===== src/rtl/core/blr_pkg.sv =====
// Shared types and constants for the Bresenham line rasterizer.
// Used by blr_step_unit and bresenham_line_rasterizer; no dependencies.
`timescale 1ns / 1ps

package blr_pkg;

    localparam int COORD_BITS = 6;
    localparam int ERR_BITS   = 8;
    localparam int COLOR_BITS = 16;

    typedef logic [COORD_BITS-1:0] coord_t;
    typedef logic signed [ERR_BITS-1:0] err_t;

    typedef enum logic {
        ST_IDLE,
        ST_RUN
    } blr_state_t;

    // Walk state handed to the step unit
    typedef struct packed {
        coord_t cur_x;
        coord_t cur_y;
        err_t   step_error;
        coord_t major_delta;
        coord_t minor_delta;
        coord_t end_major;
        logic   x_goes_down;
        logic   y_goes_down;
        logic   steep;
    } blr_walk_t;

    // Result of one step
    typedef struct packed {
        coord_t next_x;
        coord_t next_y;
        err_t   next_error;
        logic   done;
    } blr_advance_t;

endpackage


===== src/rtl/core/blr_step_unit.sv =====
// Shared step unit: advances the walk by one pixel along the major axis.
// Depends on blr_pkg.
`timescale 1ns / 1ps

module blr_step_unit (
    input  blr_pkg::blr_walk_t    walk,
    output blr_pkg::blr_advance_t adv
);
    import blr_pkg::*;

    coord_t major_cur;
    err_t   err_sum;
    err_t   half_major;
    logic   minor_step;
    coord_t x_moved;
    coord_t y_moved;

    always_comb begin
        major_cur  = walk.steep ? walk.cur_y : walk.cur_x;
        err_sum    = walk.step_error + err_t'({2'b00, walk.minor_delta});
        half_major = err_t'({3'b000, walk.major_delta[COORD_BITS-1:1]});
        minor_step = (walk.minor_delta != '0) && (err_sum >= half_major);

        x_moved = walk.x_goes_down ? walk.cur_x - coord_t'(1) : walk.cur_x + coord_t'(1);
        y_moved = walk.y_goes_down ? walk.cur_y - coord_t'(1) : walk.cur_y + coord_t'(1);

        adv.done       = (major_cur == walk.end_major);
        adv.next_error = minor_step ? err_sum - err_t'({2'b00, walk.major_delta}) : err_sum;
        if (walk.steep) begin
            adv.next_y = y_moved;
            adv.next_x = minor_step ? x_moved : walk.cur_x;
        end else begin
            adv.next_x = x_moved;
            adv.next_y = minor_step ? y_moved : walk.cur_y;
        end
    end

endmodule


===== src/rtl/core/bresenham_line_rasterizer.sv =====
// Top level of the Bresenham line rasterizer: request intake, walk registers
// and pixel output. Depends on blr_pkg and blr_step_unit.
`timescale 1ns / 1ps

// Usage:
//   The slave channel takes one line request per transaction: two endpoints
//   and a 16-bit color. The master channel then emits every pixel of the line
//   from the start point to the end point, one transaction per pixel, with
//   m_tlast high on the pixel at the end point. A zero-length line gives one
//   pixel with m_tlast set.
//   Timing: the first pixel is presented the cycle after the request is
//   accepted. A line of major delta D gives D + 1 pixels, one pixel per cycle
//   while m_tready does not stall, and a new request is accepted only after the
//   last pixel is taken. All endpoints lie within the 64 x 64 tile.
//   The pixel rate is set by the single shared step unit, which advances the
//   walk by one pixel each time a pixel other than the last is taken.
//   s_tready is high only while no line is being walked.
//   A stall on m_tready holds the current pixel on m_tdata and freezes the
//   walk until the pixel is taken.
//   Reset (aresetn low, synchronous) drops any line in progress and returns
//   the block to idle with s_tready high and m_tvalid low.

module bresenham_line_rasterizer (
    input  logic        aclk,
    input  logic        aresetn,
    input  logic        s_tvalid,
    output logic        s_tready,
    // s_tdata: x_start[5:0], y_start[11:6], x_end[17:12], y_end[23:18], color[39:24]
    input  logic [39:0] s_tdata,
    output logic        m_tvalid,
    input  logic        m_tready,
    // m_tdata: pixel_x[5:0], pixel_y[11:6], pixel_color[27:12], zero[31:28]
    output logic [31:0] m_tdata,
    output logic        m_tlast
);
    import blr_pkg::*;

    blr_state_t state_reg, state_next;
    blr_walk_t  walk_reg, walk_next;
    logic [COLOR_BITS-1:0] color_hold_reg;
    blr_advance_t adv;

    logic   in_fire;
    logic   out_fire;
    coord_t xs, ys, xe, ye;
    coord_t dx, dy;
    logic   x_up, y_up, steep_in;

    assign xs = s_tdata[5:0];
    assign ys = s_tdata[11:6];
    assign xe = s_tdata[17:12];
    assign ye = s_tdata[23:18];

    assign in_fire  = s_tvalid && s_tready;
    assign out_fire = m_tvalid && m_tready;

    blr_step_unit u_step (
        .walk (walk_reg),
        .adv  (adv)
    );

    // Request setup
    always_comb begin
        x_up     = xe > xs;
        y_up     = ye > ys;
        dx       = x_up ? xe - xs : xs - xe;
        dy       = y_up ? ye - ys : ys - ye;
        steep_in = !(dx >= dy);
    end

    // Next state
    always_comb begin
        state_next = state_reg;
        case (state_reg)
            ST_IDLE: begin
                if (in_fire) begin
                    state_next = ST_RUN;
                end
            end
            ST_RUN: begin
                if (out_fire && adv.done) begin
                    state_next = ST_IDLE;
                end
            end
            default: state_next = ST_IDLE;
        endcase
    end

    // Outputs and walk update
    always_comb begin
        s_tready  = 1'b0;
        m_tvalid  = 1'b0;
        walk_next = walk_reg;
        case (state_reg)
            ST_IDLE: begin
                s_tready = 1'b1;
                if (s_tvalid) begin
                    walk_next.cur_x       = xs;
                    walk_next.cur_y       = ys;
                    walk_next.step_error  = '0;
                    walk_next.steep       = steep_in;
                    walk_next.major_delta = steep_in ? dy : dx;
                    walk_next.minor_delta = steep_in ? dx : dy;
                    walk_next.end_major   = steep_in ? ye : xe;
                    walk_next.x_goes_down = !x_up;
                    walk_next.y_goes_down = !y_up;
                end
            end
            ST_RUN: begin
                m_tvalid = 1'b1;
                // advance only when the pixel is taken and more remain
                if (m_tready && !adv.done) begin
                    walk_next.cur_x      = adv.next_x;
                    walk_next.cur_y      = adv.next_y;
                    walk_next.step_error = adv.next_error;
                end
            end
            default: begin
                s_tready = 1'b0;
            end
        endcase
    end

    assign m_tdata = {4'b0000, color_hold_reg, walk_reg.cur_y, walk_reg.cur_x};
    assign m_tlast = adv.done;

    always_ff @(posedge aclk) begin
        if (!aresetn) begin
            state_reg <= ST_IDLE;
            walk_reg  <= '0;
        end else begin
            state_reg <= state_next;
            walk_reg  <= walk_next;
        end
    end

    always_ff @(posedge aclk) begin
        if (!aresetn) begin
            color_hold_reg <= '0;
        end else if (in_fire) begin
            color_hold_reg <= s_tdata[39:24];
        end
    end

    // Assertions
    a_ready_excl: assert property (@(posedge aclk) disable iff (!aresetn)
        s_tready |-> !m_tvalid)
        else $error("input ready while a pixel is pending");

    a_first_pixel: assert property (@(posedge aclk) disable iff (!aresetn)
        in_fire |=> m_tvalid)
        else $error("no pixel after accepted request");

    a_last_idle: assert property (@(posedge aclk) disable iff (!aresetn)
        (out_fire && m_tlast) |=> s_tready)
        else $error("block not idle after last pixel");

    a_err_range: assert property (@(posedge aclk) disable iff (!aresetn)
        m_tvalid |-> (walk_reg.step_error >= -8'sd63 && walk_reg.step_error <= 8'sd94))
        else $error("step error out of range");

endmodule

===== config.mk =====
export PLATFORM = sky130hd
export DESIGN_NAME = bresenham_line_rasterizer
export DESIGN_NICKNAME = d
export VERILOG_FILES = /design/src/rtl/core/blr_pkg.sv /design/src/rtl/core/blr_step_unit.sv /design/src/rtl/core/bresenham_line_rasterizer.sv
export SDC_FILE = /design/constraint.sdc
export NUM_CORES = 1
export LEC_CHECK = 0
export ABC_AREA = 1
export BUFFER_PORTS_ARGS = -buffer_cell sky130_fd_sc_hd__buf_4
export CAP_MARGIN = 20
export CORE_ASPECT_RATIO = 0.75
export CORE_MARGIN = 2
export CORE_UTILIZATION = 58
export CTS_CLUSTER_DIAMETER = 100
export CTS_CLUSTER_SIZE = 12
export DETAILED_ROUTE_END_ITERATION = 7
export PLACE_DENSITY = 0.78
export SYNTH_ARGS = -nofsm -noshare
export SYNTH_HDL_FRONTEND = slang
export SYNTH_SLANG_ARGS = --single-unit

===== constraint.sdc =====
create_clock -name aclk -period 4.85 [get_ports aclk]
set_input_delay 1.455 -clock aclk [delete_from_list [all_inputs] [get_ports aclk]]
set_output_delay 1.455 -clock aclk [all_outputs]
set_load 0.05 [all_outputs]

==> run summary, run 1 <==
Status = finished, final reports clean
Setup Slack @ Placement = -112 ps
Asr flop ratio synth = 0
Part of the cycle the worst path needs = 0.959
Antenna-violating nets left = 0
CTS max path bufs = 2
WL final = 12900 um
Ys flop type = dfxtp_1
Unique cell type count in the Yosys netlist = 43
Root buffer cell = clkbuf_16
Fin Clk Skew = 6.03 ps
Min Tclk post-route = 4650 ps
Number of synthesized register bits = 58
CTS clk-pin slew, worst paths = 50 ps
Fill cell count = 727
Fmax = 0.215 GHz
Crit path cell chain = buf_4 -> inv_1 -> ha_1 -> inv_1 -> fa_1 -> nand2_1 -> nand2_1 -> a21oi_1 -> o21ai_0 -> nand2_2 -> nand2_1 -> o21ai_1 -> inv_1 -> ha_1 -> inv_1 -> nor2_1 -> o211ai_1 -> o2111ai_2 -> nand2_1 -> buf_4 -> o21ai_0 -> o21ai_0 -> inv_1
Cts bufs inserted = 9
Crit path capture type = flop
Mapped Area = 5030 sq um
Sequential share of the synthesized area = 0.231
Gate Count Post-Synth = 745
CP dominant cell by count = inv_1
Dpl hpwl = 10100 um
Tot GR Track Use = 0.283
Avg WL per Cell = 14.1 um
DRC errors left = 0
Die ar. = 9440 sq um
Post-synth EDFFs = 0
Io pins = 79
Placer Congestion = 0.937
PD cells = 481 nW/um^2
Global-route wire length before repair = 21900 um
Diodes inserted = 0
Via-per-instance ratio = 5.48
Max reg flops = 29
Port bufs = 74
Total Power = 2840 uW
Worst Hold Class = flop to flop
Max-slew headroom = 0.447
Post-synth top area share = 0.231
Pleak = 0.00307 uW
Starting DRT DRC Count = 369
Arrival time of the worst setup path = 4860 ps
Initial antenna violation count = 0
FP Rows = 29
Largest delay share family, worst path = compound AO/OA/AOI/OAI gates
Most frequent cells after synthesis = 184 x nand2_1, 107 x inv_1, 58 x dfxtp_1, 53 x ha_1, 53 x nor2_1
Synthesis warning total = 0
Area contributors post-synth = dfxtp_1 23%, nand2_1 14%, ha_1 13%, inv_1 8.0%, a21oi_1 4.5%
Core area = 8450 sq um
Nets = 909
Via count = 5023
Vias in the first global route = 4615
CP startpoint kind = primary input
Fin. Hold Viols = 0
Storage element area = 1160 sq um
Clock latency on the worst-skew pair = 320 ps
Largest net degree at the start of global routing = 50
Critical Path Max Stage Delay = 390 ps
Worst Max-Slew Pin Slew = 829 ps
Slew Limit Fails = 0
Final worst slack = 199 ps
Router iterations before antenna repair = 5
Synth area leader = dfxtp_1
Non-filler cells, final = 917
CTS Sinks = 58
P&R area growth vs syn = 17.4%
Critical path buffer and inverter count = 7
Share of post-route cells with drive strength above 1 = 0.162
CP Data Required Time = 5060 ps
Max H-tree Level = 3
Max Cap Violations = 0
Dpl cells = 897
GRT overflow = 0
Setup CP Type = primary input to flop
Post-cts hold buffer count = 0
Setup TNS = 0 ps
Setup violators final = 0
Peak VDD IR = 0.452 mV
Syn_area_per_cell = 6.75 sq um
Most frequent cell after synthesis = nand2_1
Slowest CP cell = fa_1
Die X = 112 um
CTS tree = done
Die H = 84.7 um
Area of the multi-input gates = 3240 sq um
Initial Util = 0.595
CP Max Fanout = 9
-- layout make-up --
type / count / share of cell area
clock buffers: 11 / 0.0411
clock inverters: 5 / 0.0131
inverters: 110 / 0.0707
multi-input cells: 541 / 0.549
flip-flops and latches: 58 / 0.197
well taps: 108 / 0.0229
repair buffers: 84 / 0.107
-- cell usage in the layout (no fill, tap or decap), types with 2 or more instances in the layout --
cell | Yosys | layout
a21oi_2 | 6 | 6
a21oi_1 | 45 | 45
o21ai_0 | 40 | 40
clkinv_2 | 1 | 3
clkbuf_16 | 0 | 9
conb_1 | 1 | 4
bufinv_16 | 0 | 2
nand3_1 | 42 | 42
fa_1 | 8 | 8
dfxtp_1 | 58 | 58
xnor2_1 | 9 | 9
a31oi_1 | 11 | 11
nand2_4 | 6 | 6
ha_1 | 53 | 53
buf_4 | 17 | 84
nand2_2 | 9 | 10
nand4_1 | 15 | 15
o221ai_1 | 3 | 3
o22ai_1 | 7 | 7
nand3b_1 | 2 | 2
clkinvlp_4 | 0 | 2
xor2_1 | 17 | 17
o211ai_1 | 4 | 4
o21ai_1 | 5 | 5
nor3_1 | 4 | 4
inv_1 | 107 | 107
nand2_1 | 184 | 183
o21a_1 | 2 | 2
nor2_1 | 53 | 53
-- worst register-to-register path: stages, from the launching register on --
cell and delay, ps:
dfxtp_1 350, ha_1 400, a21oi_1 150, nand2_1 110, xor2_1 320, ha_1 320
nand2_1 60, inv_1 30, nand2_1 50, nand3_1 100, nand2_1 120, nand4_4 190
nand3_4 190, nand2_4 120, nand2_8 110, nand2_2 60, a21oi_2 130
-- what timing repair did --
item | CTS | global route
endpoints found under the setup margin | 0 | 18
hold endpoints to repair | 0 | 0
buffers inserted | 0 | 4
resized for setup | 0 | 3
-- per-layer routing --
metal	vias up	wire, um	global-route usage
met3	22	1030	0.0606
met1	2280	6200	0.401
met5	-	0	0
met4	0	179	0.0662
met2	205	5520	0.443
li1	2516	-	-
-- report_power, final --
| group | internal (uW) | leakage [uW] | total [uW] | switching [uW] |
|---|---|---|---|---|
| sequential | 555 | 0.000476 | 633 | 78.0 |
| combinational | 564 | 0.00244 | 1530 | 967 |
| clock | 461 | 0.000156 | 678 | 217 |
-- cell families after synthesis --
| family | after synthesis | synth area share |
|---|---|---|
| xor+xnor | 26 | 0.0453 |
| simple gates | 322 | 0.286 |
| buf+inv | 149 | 0.129 |
| fa+ha+maj | 61 | 0.164 |
| other cells | 1 | 0.000745 |
| compound gates | 128 | 0.145 |
| flops | 58 | 0.231 |
-- final timing paths --
path,from,endpoint,slack [ps],cells after the start
setup / recovery,s_tdata[12],walk_reg[12],200,23
hold / removal,walk_reg[26],walk_reg[26],480,2
setup reg to reg,walk_reg[11],m_tdata[6],1960,16
hold reg to reg,walk_reg[26],walk_reg[26],480,2
-- stage by stage --
| step | hold slack [ps] | utilization | area, sq um |
|---|---|---|---|
| 2_1_floorplan | 449 | - | 5040 |
| 3_3_place_gp | 460 | 0.656 | 5550 |
| 3_5_place_dp | 465 | 0.656 | 5550 |
| 4_1_cts | 474 | 0.694 | 5870 |
| 5_1_grt | 487 | 0.699 | 5910 |
| 6_report | 476 | 0.699 | 5910 |
(Power assumes the default switching activity.)
==> run 2, diff against run 1 <==
--- a/config.mk
+++ b/config.mk
@@ -14,7 +14,8 @@
 export CTS_CLUSTER_DIAMETER = 100
 export CTS_CLUSTER_SIZE = 12
 export DETAILED_ROUTE_END_ITERATION = 7
-export PLACE_DENSITY = 0.78
+export PLACE_DENSITY = 0.81
 export SYNTH_ARGS = -nofsm -noshare
 export SYNTH_HDL_FRONTEND = slang
 export SYNTH_SLANG_ARGS = --single-unit
+export TNS_END_PERCENT = 50
==> run 2 against run 1 <==
Compared with the run above:
- flip-flop and latch count stayed put
- design area down 1.9%
- via count up 1.5%
- maximum frequency increased by 1.3%
- sequential power about the same
- highest routed layer unchanged
==> run summary, run 2 (synthesis results as in run 1) <==
Placed Area = 5540 sq um (-0.14%)
CP Data Required Time = 5070 ps (about the same)
Die ar. = 9440 sq um (unchanged)
RR Startpoint = walk_reg[11]
Io pins = 79 (unchanged)
CTS clk-pin slew, worst paths = 50 ps (about the same)
Fmax = 0.218 GHz (+1.3%)
CP Max Fanout = 9 (unchanged)
Arrival time of the worst setup path = 4810 ps (-50 ps)
Root buffer cell = clkbuf_16
DRC errors left = 0 (unchanged)
Max reg flops = 29 (unchanged)
Most frequent cells in the layout = 183 x nand2_1, 107 x inv_1, 79 x buf_4
Critical path buffer and inverter count = 7 (unchanged)
M2 GR Usage = 0.445 (+0.00166)
NetSw = 1270 uW (+0.86%)
P&R area growth vs syn = 15.2%
GR Util met1 = 0.412 (+0.0107)
Total Power = 2720 uW (-4.4%)
Min Tclk post-route = 4590 ps (-57.5 ps)
Initial Util = 0.595 (unchanged)
Port bufs = 74 (unchanged)
Clock share of power = 0.199 (-0.040)
PD cells = 469 nW/um^2 (-2.6%)
Largest net degree at the start of global routing = 50 (unchanged)
Part of the cycle the worst path needs = 0.947 (-0.0119)
Nets = 904 (-0.55%)
Worst R2R Path Depth = 16 (unchanged)
Status = finished, final reports clean
Largest delay share family, worst path = compound AO/OA/AOI/OAI gates
Hold Path Stages = 2 (unchanged)
Cts bufs inserted = 9 (unchanged)
CP startpoint kind = primary input
Peak VDD IR = 0.313 mV (-31%)
Post-cts hold buffer count = 0 (unchanged)
Dpl hpwl = 10200 um (+1.0%)
GRT overflow = 0 (unchanged)
HP Start = walk_reg[21]
Max Cap Violations = 0 (unchanged)
Final core occ = 0.686 (-0.0133)
Clock latency on the worst-skew pair = 330 ps (about the same)
Grt met3 use = 0.0686 (+0.00794)
Diodes inserted = 0 (unchanged)
Global-route wire length before repair = 22700 um (+3.4%)
Worst Max-Slew Pin Slew = 872 ps (+43.1 ps)
Pleak = 0.00301 uW (-2.0%)
Crit path cell chain = buf_4 -> inv_1 -> ha_1 -> inv_1 -> fa_1 -> nand2_1 -> nand2_1 -> a21oi_1 -> o21ai_0 -> nand2_2 -> o21ai_0 -> nand2_1 -> inv_1 -> ha_1 -> nand2_1 -> inv_1 -> o211ai_1 -> o2111ai_2 -> nand2_1 -> buf_4 -> o21ai_0 -> o21ai_0 -> inv_1
Die X = 112 um (unchanged)
Placer Congestion = 0.964 (+2.9%)
FP Rows = 29 (unchanged)
Post-cts resize count = 0 (unchanged)
Router iterations before antenna repair = 5 (unchanged)
Max-slew headroom = 0.418 (-0.0288)
Slew Limit Fails = 0 (unchanged)
CTS tree = done
Die H = 84.7 um (unchanged)
Fin Clk Skew = 4.85 ps (-1.19 ps)
Initial antenna violation count = 0 (unchanged)
Worst Hold Class = flop to flop
Setup violators final = 0 (unchanged)
Antenna-violating nets left = 0 (unchanged)
Setup CP Type = primary input to flop
CTS Sinks = 58 (unchanged)
Avg WL per Cell = 14.6 um (+3.6%)
Vias in the first global route = 4839 (+4.9%)
Via-per-instance ratio = 5.61 (+2.3%)
Critical Path Max Stage Delay = 390 ps (about the same)
Share of post-route cells with drive strength above 1 = 0.152 (-0.00962)
Max H-tree Level = 3 (unchanged)
Comb power frac = 0.568 (+0.029)
Hold EP = walk_reg[21]
Slowest CP cell = fa_1
Flop pwr share = 0.233 (+0.010)
Crit path capture type = flop
Core area = 8450 sq um (unchanged)
Int Power = 1440 uW (-8.7%)
Starting DRT DRC Count = 465 (+26%)
Via count = 5096 (+1.5%)
WL final = 13300 um (+2.7%)
Switching part of the total = 0.469 (+0.0247)
Unrepaired setup endpoints after global routing = no
Top Usage Layer GRT = met2
CTS max path bufs = 2 (unchanged)
Tot GR Track Use = 0.292 (+0.00898)
Postcts setup bufs = 0 (unchanged)
Fin. Hold Viols = 0 (unchanged)
CP startpoint = s_tdata[12]
Final instance area = 5800 sq um (-1.9%)
Commonest non-fill, non-tap cell in the layout = nand2_1
Flop2flop setup slack = 1910 ps (-50 ps)
RR Endpoint = m_tdata[5]
==> run 2: how the worst max path moves through the flow <==
stage	to	slack, ps	cells past startpoint
after CTS	walk_reg[14]	270	24
final	walk_reg[12]	260	23
after global routing	walk_reg[12]	8	23
after floorplan	walk_reg[14]	500	23
after detailed placement	walk_reg[14]	-50	24
after global placement	walk_reg[14]	50	24
==> run 2: power by group through the flow <==
stage                     Clock, uW  Combinational [uW]  Sequential (uW)
after floorplan                   0                1140              659
after global placement            0                1450              634
after detailed placement          0                1500              637
after CTS                       544                1510              630
after global routing            563                1720              642
final                           541                1540              632
==> run 2: area by class of cell <==
class,count,area [sq um]
clock inverter,1,5.00
inverter,110,418
sequential,58,1160
multi-input combinational,541,3250
tap,108,135
fill,724,2660
clock buffer,12,236
timing repair buffer,79,593
==> run 2: routing by layer <==
metal  vias up  part of all wire
li1       2497                 -
met1      2299              0.44
met2       266              0.43
met3        34              0.11
met4         0             0.021
met5         -                 0
==> run 2: worst register-to-register path: stages (launching register included) <==
cell	delay [ps]
dfxtp_1	350
ha_1	390
a21oi_1	150
nand2_1	110
xor2_1	340
ha_1	320
nand2_1	60
inv_1	30
nand2_1	50
nand3_1	100
nand2_1	130
nand4_4	200
nand3_4	210
nand2_4	120
nand2_4	110
nand2_1	60
a21oi_1	130
==> run 2: through the flow <==
stage               cells  setup slack, ps  hold WS (ps)  setup TNS (ps)
finish                909              256           470               0
global route          909             8.47           499               0
CTS                   909              266           471               0
detailed placement    896            -51.4           464           -76.4
global placement      896             48.9           458               0
floorplan             748              503           449               0
==> run 3, diff against run 2 <==
--- a/config.mk
+++ b/config.mk
@@ -6,15 +6,16 @@
 export NUM_CORES = 1
 export LEC_CHECK = 0
 export ABC_AREA = 1
+export ABC_CLOCK_PERIOD_IN_PS = 4850
 export BUFFER_PORTS_ARGS = -buffer_cell sky130_fd_sc_hd__buf_4
 export CAP_MARGIN = 20
 export CORE_ASPECT_RATIO = 0.75
 export CORE_MARGIN = 2
-export CORE_UTILIZATION = 58
+export CORE_UTILIZATION = 45
 export CTS_CLUSTER_DIAMETER = 100
 export CTS_CLUSTER_SIZE = 12
 export DETAILED_ROUTE_END_ITERATION = 7
-export PLACE_DENSITY = 0.81
+export PLACE_DENSITY = 0.66
 export SYNTH_ARGS = -nofsm -noshare
 export SYNTH_HDL_FRONTEND = slang
 export SYNTH_SLANG_ARGS = --single-unit
==> run 3 against run 2 <==
Compared with the run above:
- core utilization down 14 points
- clock-buffer cell count shrank 3
- via count shrank 3.6%
- maximum frequency grew 2.2%
- largest cell class unchanged
- critical path type unchanged
- sequential share of layout area fell by 0.36 points
==> run summary, run 3 (synthesis results as in run 1) <==
Status = finished, final reports clean
Commonest non-fill, non-tap cell in the layout = nand2_1
Hold Path Stages = 2 (unchanged)
Postcts setup bufs = 0 (unchanged)
Max H-tree Level = 3 (unchanged)
Die ar. = 12100 sq um (+28%)
Vias in the first global route = 4568 (-5.6%)
Slowest CP cell = fa_1
Placed Area = 5590 sq um (+0.86%)
Part of the cycle the worst path needs = 0.927 (-0.0201)
Max Cap Violations = 0 (unchanged)
Peak VDD IR = 0.245 mV (-22%)
Avg WL per Cell = 14.1 um (-3.2%)
Flop2flop setup slack = 1960 ps (+50 ps)
Dpl hpwl = 10600 um (+3.7%)
Antenna-violating nets left = 0 (unchanged)
Final instance area = 5900 sq um (+1.8%)
Setup violators final = 0 (unchanged)
Setup TNS = 0 ps (unchanged)
Max reg flops = 29 (unchanged)
Slew Limit Fails = 0 (unchanged)
Top routing layer used = met4
Unrepaired setup endpoints after global routing = no
RR Startpoint = walk_reg[11]
Tot GR Track Use = 0.228 (-0.0634)
GRT overflow = 0 (unchanged)
Max-slew headroom = 0.435 (+0.0169)
Worst R2R Path Depth = 16 (unchanged)
Pleak = 0.00304 uW (+1.1%)
Initial antenna violation count = 0 (unchanged)
Share of post-route cells with drive strength above 1 = 0.159 (+0.00670)
Arrival time of the worst setup path = 4710 ps (-100 ps)
Global-route wire length before repair = 21900 um (-3.2%)
Min Tclk post-route = 4500 ps (-97.4 ps)
Largest net degree at the start of global routing = 50 (unchanged)
CTS clk-pin slew, worst paths = 50 ps (about the same)
Die X = 126 um (+13%)
Root buffer cell = clkbuf_16
DRC errors left = 0 (unchanged)
Worst Max-Slew Pin Slew = 847 ps (-25.3 ps)
Met3 routed WL = 1230 um (-14%)
Fill cell count = 1076 (+49%)
Fin. Hold Viols = 0 (unchanged)
CP Data Required Time = 5070 ps (about the same)
Nets = 905 (+0.11%)
FP Rows = 33 (+14%)
Io pins = 79 (unchanged)
P&R area growth vs syn = 17.3%
Hold slack = 473 ps (+3.17 ps)
Via count = 4913 (-3.6%)
CP Max Fanout = 9 (unchanged)
Die H = 95.6 um (+13%)
WL met2 = 5470 um (-3.7%)
WL final = 13400 um (+0.59%)
Final core occ = 0.541 (-0.144)
Final worst slack = 354 ps (+97.4 ps)
HP Start = walk_reg[23]
WL met1 = 6520 um (+11%)
Fmax = 0.222 GHz (+2.2%)
RR Endpoint = m_tdata[5]
Via-per-instance ratio = 5.20 (-7.3%)
Placer Congestion = 0.958 (-0.72%)
CP startpoint kind = primary input
Port bufs = 74 (unchanged)
CTS Sinks = 58 (unchanged)
CTS tree = done
Router iterations before antenna repair = 6 (+1)
Crit path cell chain = buf_4 -> inv_1 -> ha_1 -> inv_1 -> fa_1 -> nand2_1 -> nand2_1 -> a21oi_1 -> o21ai_0 -> nand2_1 -> o21ai_0 -> nand2_1 -> inv_1 -> ha_1 -> nand2_1 -> inv_1 -> o211ai_1 -> o2111ai_2 -> nand2_1 -> buf_4 -> o22ai_1 -> o21ai_1 -> inv_1
Critical Path Max Stage Delay = 380 ps (about the same)
Most frequent cells in the layout = 183 x nand2_1, 107 x inv_1, 80 x buf_4
PD cells = 475 nW/um^2 (+1.4%)
Clock latency on the worst-skew pair = 330 ps (about the same)
Initial Util = 0.462 (-0.134)
Cts bufs inserted = 9 (unchanged)
Starting DRT DRC Count = 330 (-29%)
Hold EP = walk_reg[23]
CP dominant cell by count = nand2_1
Worst Hold Class = flop to flop
Setup CP Type = primary input to flop
Core area = 10900 sq um (+29%)
CTS max path bufs = 2 (unchanged)
Crit path capture type = flop
Fin Clk Skew = 3.76 ps (-1.09 ps)
Diodes inserted = 0 (unchanged)
Setup Slack @ Placement = 75.7 ps (+127 ps)
-- run 3: changes by cell type in the layout (fill, tap and decap cells not counted), sizes merged --
| cell | delta |
|---|---|
| buf | +1 |
| bufinv | +1 |
| clkinvlp | +1 |
| inv | +2 |
| clkbuf | -3 |
| clkinv | +2 |
-- run 3: where the power goes --
group,switching [uW],total [uW],leakage [uW],internal [uW]
sequential,76.9,631,0.000476,554
combinational,977,1530,0.00242,552
clock,241,642,0.000146,401
-- run 3: worst max path at each step --
stage | to | cells after the start | slack, ps | startpoint
after floorplan | walk_reg[14] | 23 | 500 | s_tdata[12]
after global routing | walk_reg[14] | 24 | 50 | s_tdata[12]
after global placement | walk_reg[14] | 24 | 230 | s_tdata[12]
after detailed placement | walk_reg[14] | 24 | 80 | s_tdata[12]
final | walk_reg[16] | 23 | 350 | s_tdata[12]
after CTS | walk_reg[14] | 24 | 400 | s_tdata[12]
-- run 3: final cells by class --
class,count,area [sq um],share of cell area
timing repair buffer,80,601,0.102
sequential,58,1160,0.197
clock buffer,9,225,0.0382
clock inverter,7,77.6,0.0131
tap,140,175,0.0297
inverter,110,418,0.0708
multi-input combinational,541,3240,0.550
-- run 3: timing repair --
item / 4_1_cts / 5_1_grt
hold buffers: 0 / 0
endpoints found under the setup margin: 0 / 7
gates resized for setup: 0 / 3
endpoints found under the hold margin: 0 / 0
-- run 3: stage by stage --
step,instances,total power [uW]
2_1_floorplan,748,1800
3_3_place_gp,929,2110
3_5_place_dp,929,2150
4_1_cts,945,2800
5_1_grt,945,3030
6_report,945,2800
-- run 3: per-layer routing --
metal  global-route usage  vias up
met2                0.348      172
met1                0.310     2222
met3               0.0864       20
met4               0.0440        0
li1                     -     2499
met5                    0        -
-- run 3: critical path: cells and delay by family --
| family | cells | cell delay, ps |
|---|---|---|
| AOI/OAI and AO/OA | 7 | 1050 |
| adders and majority gates | 3 | 790 |
| and+or+nand+nor | 6 | 790 |
| buffers and inverters | 7 | 610 |
